<file path="config.mk">
export PLATFORM = sky130hd
export DESIGN_NAME = sgl_ctrl
export DESIGN_NICKNAME = d
export VERILOG_FILES = /design/src/rtl/core/sgl_pkg.sv /design/src/rtl/core/sgl_ctrl.sv
export SDC_FILE = /design/constraint.sdc
export NUM_CORES = 1
export LEC_CHECK = 0
export ABC_AREA = 1
export ABC_CLOCK_PERIOD_IN_PS = 1400
export BUFFER_PORTS_ARGS = -buffer_cell sky130_fd_sc_hd__clkbuf_2
export CAP_MARGIN = 25
export CORE_AREA = 2 2 56 58
export CTS_CLUSTER_DIAMETER = 30
export CTS_CLUSTER_SIZE = 24
export DETAILED_ROUTE_END_ITERATION = 12
export DIE_AREA = 0 0 58 60
export PLACE_DENSITY = 0.57
export SLEW_MARGIN = 20
export SYNTH_ARGS = -nofsm -noshare
export SYNTH_HDL_FRONTEND = slang
export SYNTH_SLANG_ARGS = --single-unit
</file>
<file path="constraint.sdc">
create_clock -name clk -period 1.4 [get_ports clk]
set_clock_uncertainty 0.2 [all_clocks]
set_input_delay 0.28 -clock clk [delete_from_list [all_inputs] [get_ports clk]]
set_output_delay 0.28 -clock clk [all_outputs]
set_load 0.005 [all_outputs]
</file>
<file path="src/rtl/core/sgl_pkg.sv">
`default_nettype none
package sgl_pkg;

  localparam int COORD_W    = 24;
  localparam int COUNT_W    = 5;
  localparam int CELL_IDX_W = 4;
  localparam int CFG_IDX_W  = 3;
  localparam int RESULT_CAP = 64;
  localparam int NUM_W      = $clog2(RESULT_CAP + 1);
  localparam int ACC_W      = 64;
  localparam int MA_W       = 34;
  localparam int MB_W       = COORD_W + 1;

  typedef enum logic [1:0] {
    ST_CELL    = 2'd0,
    ST_OUTSIDE = 2'd1,
    ST_NONE    = 2'd2
  } status_t;

  typedef enum logic [CFG_IDX_W-1:0] {
    REG_ORIGIN_X     = 3'd0,
    REG_ORIGIN_Y     = 3'd1,
    REG_AREA_WIDTH   = 3'd2,
    REG_AREA_HEIGHT  = 3'd3,
    REG_CELL_WIDTH   = 3'd4,
    REG_CELL_HEIGHT  = 3'd5,
    REG_COLUMN_TOTAL = 3'd6,
    REG_ROW_TOTAL    = 3'd7
  } cfg_reg_t;

  typedef enum logic [4:0] {
    S_IDLE, S_PREP, S_DIV, S_CHK,
    S_MBX, S_WX, S_MNX, S_MDX,
    S_MBY, S_WY, S_MNY, S_MDY,
    S_T0, S_LOOP, S_SC, S_SR, S_TM, S_FIN
  } state_t;

  typedef enum logic [2:0] {
    MOP_NONE, MOP_BX, MOP_NX, MOP_DX, MOP_BY, MOP_NY, MOP_DY
  } mop_t;

  typedef enum logic [1:0] {
    TS_NONE, TS_CUR, TS_SIDE_C, TS_SIDE_R
  } touch_sel_t;

  typedef struct packed {
    logic [COORD_W-1:0] origin_x;
    logic [COORD_W-1:0] origin_y;
    logic [COORD_W-1:0] area_width;
    logic [COORD_W-1:0] area_height;
    logic [COORD_W-1:0] cell_width;
    logic [COORD_W-1:0] cell_height;
    logic [COUNT_W-1:0] column_total;
    logic [COUNT_W-1:0] row_total;
  } cfg_t;

  typedef struct packed {
    logic       load_item;
    logic       prep;
    logic       div_step;
    logic       init_walk;
    mop_t       mul_op;
    touch_sel_t touch_sel;
    logic       step_single;
    logic       step_corner;
    logic       budget_dec;
    logic       finish;
  } cmd_t;

  typedef struct packed {
    logic div_done;
    logic reject;
    logic at_end;
    logic budget_zero;
    logic cap_hit;
    logic corner;
    logic touch_done;
    logic in_grid;
    logic out_free;
  } sts_t;

endpackage
`default_nettype wire

</file>
<file path="src/rtl/core/sgl_ctrl.sv">
`default_nettype none
module sgl_ctrl import sgl_pkg::*; (
  input  wire logic clk,
  input  wire logic rst_n,
  input  wire logic in_valid,
  output logic      in_ready,
  input  wire sts_t sts,
  output cmd_t      cmd
);

  state_t state_r, state_nxt;

  always_ff @(posedge clk) begin
    if (!rst_n) begin
      state_r <= S_IDLE;
    end else begin
      state_r <= state_nxt;
    end
  end

  always_comb begin
    state_nxt = state_r;
    cmd = '0;
    cmd.mul_op = MOP_NONE;
    cmd.touch_sel = TS_NONE;
    in_ready = 1'b0;
    case (state_r)
      S_IDLE: begin
        in_ready = 1'b1;
        if (in_valid) begin
          cmd.load_item = 1'b1;
          state_nxt = S_PREP;
        end
      end
      S_PREP: begin
        cmd.prep = 1'b1;
        state_nxt = S_DIV;
      end
      S_DIV: begin
        cmd.div_step = 1'b1;
        if (sts.div_done) state_nxt = S_CHK;
      end
      S_CHK: begin
        cmd.init_walk = 1'b1;
        state_nxt = sts.reject ? S_FIN : S_MBX;
      end
      S_MBX: begin cmd.mul_op = MOP_BX; state_nxt = S_WX;  end
      S_WX:  state_nxt = S_MNX;
      S_MNX: begin cmd.mul_op = MOP_NX; state_nxt = S_MDX; end
      S_MDX: begin cmd.mul_op = MOP_DX; state_nxt = S_MBY; end
      S_MBY: begin cmd.mul_op = MOP_BY; state_nxt = S_WY;  end
      S_WY:  state_nxt = S_MNY;
      S_MNY: begin cmd.mul_op = MOP_NY; state_nxt = S_MDY; end
      S_MDY: begin cmd.mul_op = MOP_DY; state_nxt = S_T0;  end
      S_T0: begin
        cmd.touch_sel = TS_CUR;
        if (sts.touch_done) state_nxt = S_LOOP;
      end
      S_LOOP: begin
        if (sts.at_end || sts.budget_zero || sts.cap_hit) begin
          state_nxt = S_FIN;
        end else if (sts.corner) begin
          cmd.budget_dec = 1'b1;
          state_nxt = S_SC;
        end else begin
          cmd.budget_dec = 1'b1;
          cmd.step_single = 1'b1;
          state_nxt = S_TM;
        end
      end
      S_SC: begin
        cmd.touch_sel = TS_SIDE_C;
        if (sts.touch_done) state_nxt = S_SR;
      end
      S_SR: begin
        cmd.touch_sel = TS_SIDE_R;
        if (sts.touch_done) begin
          cmd.step_corner = 1'b1;
          state_nxt = S_TM;
        end
      end
      S_TM: begin
        cmd.touch_sel = TS_CUR;
        if (sts.touch_done) state_nxt = sts.in_grid ? S_LOOP : S_FIN;
      end
      S_FIN: begin
        if (sts.out_free) begin
          cmd.finish = 1'b1;
          state_nxt = S_IDLE;
        end
      end
      default: state_nxt = S_IDLE;
    endcase
  end

endmodule
`default_nettype wire
</file>
**Word level (Yosys, flattened, before mapping)**

Index checks and enable logic that the tools add are counted.

- Flip-flop bits (word level): 5
- Bits in latches: 0
- Bits in writable memories: 0
- Bits in read-only memories: 0
- Input port bits: 12
- Memories kept: 0

- $add $sub $neg: 0
- Multipliers: 0
- Div/mod/pow operators: 0
- Order comparisons: 0
- Equality and inequality tests: 24
- Shifts and indexed selects: 0
- Muxes and demuxes: 29
- Bitwise logic cells: 0
- Reductions and logical operators: 5

Operator list:

| cell | count |
|---|---|
| 5-bit one-hot mux with 18 select lines | 1 |
| 5-bit 2-to-1 mux | 11 |
| 5-bit by 4-bit equality test with 1-bit output, second input constant | 8 |
| 5-bit by 3-bit equality test with 1-bit output, second input constant | 4 |
| 3-bit one-hot mux with 6 select lines | 1 |
| 1-bit 2-to-1 mux | 15 |
| 2-bit inequality test, second input constant | 7 |
| 5-bit by 2-bit equality test with 1-bit output, second input constant | 2 |
| 5-bit equality test, second input constant | 2 |
| 7-bit AND reduction | 1 |
| 2-bit one-hot mux with 3 select lines | 1 |
| 5-bit by 1-bit equality test with 1-bit output, second input constant | 1 |
| 5-bit logical NOT | 1 |
| 1-bit logical OR | 2 |
| 2-bit OR reduction | 1 |

**Longest topological paths before layout**

- Word-level depth: 4
- Mapped depth: 10
- Mapped depth without buffers: 10

**Worst setup path after synthesis**

No wires, ideal clock.

- Path type: register to output
- Start point: register state_r[1]
- End point: output cmd[3] (netlist name)
- Arrival: 952 ps
- Required time: 920 ps
- Slack: -32 ps
- Cell stages (with the launch flop): 7
- Cells stage by stage: dfxtp_1 -> buf_6 -> inv_1 -> nand3_1 -> nor2_2 -> inv_1 -> nor3_1

RTL lines:

| what | RTL line | RTL |
|---|---|---|
| start, declared | sgl_ctrl.sv:11 | `state_t state_r, state_nxt;` |
| start signal, assigned | sgl_ctrl.sv:17 | `state_r <= state_nxt;` |
| end, declared | sgl_ctrl.sv:8 | `output cmd_t cmd` |

==> run_results.csv <==
group,metric,value,unit
synth,synth_area_per_cell,5.47,um2
drt,vias,950,
layout,fin_nets,193,
sta,layout_setup_ws,-407,ps
setup_path,critPathMaxStageDelay,360,ps
setup_path,worstPathCellList,"buf_6, nor2_4, nand2_2, a21oi_2, buf_2",
sta,max_slew_margin,83.0,%
layout,antennaDiodeCount,0,
clocking,cts_num_sinks,5,
pwr,ir_drop,0.603,mV
global_route,grt_use_met2,24.7,%
setup_path,cp-end-kind,"output port",
die,die_area,3480,um2
clocking,clk_latency,250,ps
synth,synthArstFlopShare,0,%
layout,regArea,119,um2
drt,drt-vias-per-instance,4.46,
setup_path,critPathKind,"flop to output port",
pwr,comb_power_share,68.2,%
clocking,cts_buffer_depth,2,
run_status,run_status,"finished, violations left",
placement,place_area,970,um2
clocking,h-tree-depth,1,
pwr,p_leak,0.729,nW
placement,gp_congestion,0.877,
synth,synth_cell_type_count,19,
layout,drive_gt1_share,61.7,%
clocking,cts_inserted_buffers,3,
placement,dp_hpwl,1710,um
global_route,grt_pass1_wl,3690,um
drt,ant_nets,0,
clocking,cts_root_buffer,"clkbuf_4",
pwr,power.switching,559,uW
clocking,cts_tree,"yes",
synth,synth_edf_count,0,
placement,port_buffers,25,
sta,drv_slew,0,
pwr,swShare,45.8,%
drt,initialDrtViolationCount,21,
layout,final_common_cell,"nand2_1",
sta,setup_tns,-5630,ps
die,core_area,2900,um2
pwr,power,1.22,mW
die,initial_utilization,23.7,%
sta,worst_pin_slew,255,ps
synth,syn-num-nets,138,
global_route,grt_pass1_vias,856,
die,rows,20,
drt,totalWireLength,2480,um
global_route,top_usage_layer,"met2",
pwr,power_density,947,nW/um2
layout,largest_reg_flops,5,
drt,routedWlPerCell,11.6,um
synth,synth_warnings,0,
global_route,gr-usage-met3,1.73,%
layout,final_cell_mix,"26 x nand2_1, 19 x clkbuf_2, 19 x buf_4",
setup_path,critPathSlowestCell,"dfxtp_4",
sta,finalHoldViolCount,0,
global_route,grt_max_degree,7,
die,die_y,60,um
setup_path,crit_arrival,1330,ps
layout,postLayoutCellArea,1290,um2
drt,drc,0,
synth,synthesis.area,689,um2
pwr,cellInternalPower,661,uW
layout,areaGrowthSynthToFinish,86.8,%
layout,largest-register,"state_r",
die,ios,26,
layout,reg.largest.list,"state_r x5",
setup_path,cp_max_fo,5,
run_status,violations,"setup timing",
drt,first_pass_iters,4,
sta,rsz0062_at_grt,"true",
worst_hold_path,hold_path.class,"input port to flop",
global_route,antenna_found_initial,0,
run,cap_violations,0,
sta,final-setup-viol-count,19,
layout,multiInputGateArea,653,um2
sta,fin_crit,1810,ps
setup_path,cp_data_required_time,920,ps
global_route,grt-ovfl-total,0,
die,die_x,58,um
clocking,path_clk_slew,50,ps
synth,seq_area_frac_synth,14.5,%
sta,period_share,129,%
pwr,seqPwrFrac,17.7,%
sta,timing.fmax,553,MHz
global_route,grtUsageMet1,16.3,%
layout,final.fill_count,308,
clocking,hold_buffers,0,
global_route,grt_use_total,13.7,%
synth,syn_inst,126,
setup_path,cp-start-kind,"flop",
pwr,power.share.clock,14.0,%
synth,yosys_most_used_dff,"dfxtp_1",
synth,ys_seq_elements,5,
synthesized netlist by cell type, types with 2 or more instances:
| library cell | number | area share (%) |
|---|---|---|
| nand2_1 | 31 | 17 |
| nor2_1 | 22 | 12 |
| inv_1 | 17 | 9.3 |
| nand3_1 | 12 | 8.7 |
| a21oi_1 | 6 | 4.4 |
| inv_2 | 6 | 3.3 |
| dfxtp_1 | 5 | 15 |
| nand2_2 | 5 | 4.5 |
| nand3_2 | 4 | 5.8 |
| nor2_4 | 4 | 6.5 |
| nor2_2 | 3 | 2.7 |
| o21ai_0 | 3 | 2.2 |
| nand2_4 | 2 | 3.3 |
routing by layer:
layer / vias to the layer above / share of wire (%)
li1: 500 / -
met4: 0 / 1.5
met3: 4 / 3.5
met5: - / 0
met1: 421 / 42
met2: 25 / 53
logic make-up after synthesis:
| kind of cell | Yosys count | share of synthesized area (%) |
|---|---|---|
| flops | 5 | 14.5 |
| compound gates | 11 | 8.53 |
| buf+inv | 25 | 14.9 |
| simple gates | 85 | 62.1 |
power groups by stage:
stage               clock, mW  sequential [mW]  combinational (mW)
floorplan                   0            0.190               0.371
global placement            0            0.192               0.603
detailed placement          0            0.191               0.597
CTS                     0.171            0.201               0.718
global route            0.187            0.218               0.910
finish                  0.171            0.216               0.832
critical path: cells and delay by family, from the launching register on:
| kind | cells | cell delay, ps |
|---|---|---|
| AOI/OAI and AO/OA | 1 | 140 |
| buffers and inverters | 2 | 240 |
| and+or+nand+nor | 2 | 340 |
| DFF | 1 | 360 |
per-stage QoR:
| step | std cells | hold slack, ps | util, % | worst slack, ps |
|---|---|---|---|---|
| final | 213 | 158 | 44.4 | -407 |
| after detailed placement | 199 | 308 | 33.4 | -228 |
| after floorplan | 126 | 264 | - | 6.95 |
| after CTS | 208 | 131 | 39.5 | -388 |
| after global routing | 213 | 168 | 44.4 | -466 |
| after global placement | 199 | 297 | 33.4 | -265 |
cell type report:
| class | count | area share (%) |
|---|---|---|
| Clock buffer | 4 | 2.04 |
| Sequential cell | 5 | 9.23 |
| Inverter | 24 | 7.87 |
| Multi-Input combinational cell | 96 | 50.7 |
| Tap cell | 33 | 3.21 |
| Timing Repair Buffer | 51 | 26.9 |
timing repair:
action,4_1_cts,5_1_grt
endpoints found under the setup margin,19,19
setup buffers,5,5
gates resized for setup,33,37
endpoints found under the hold margin,0,0
pin swaps,7,26
final timing paths:
check,startpoint,to,slack [ps],depth (start not counted)
hold reg to reg,state_r[1],state_r[1],340,2
hold / removal,rst_n,state_r[2],160,3
setup / recovery,state_r[1],cmd[8],-410,5
setup reg to reg,state_r[1],state_r[3],-310,11
Power figures use the tool's default switching activity.
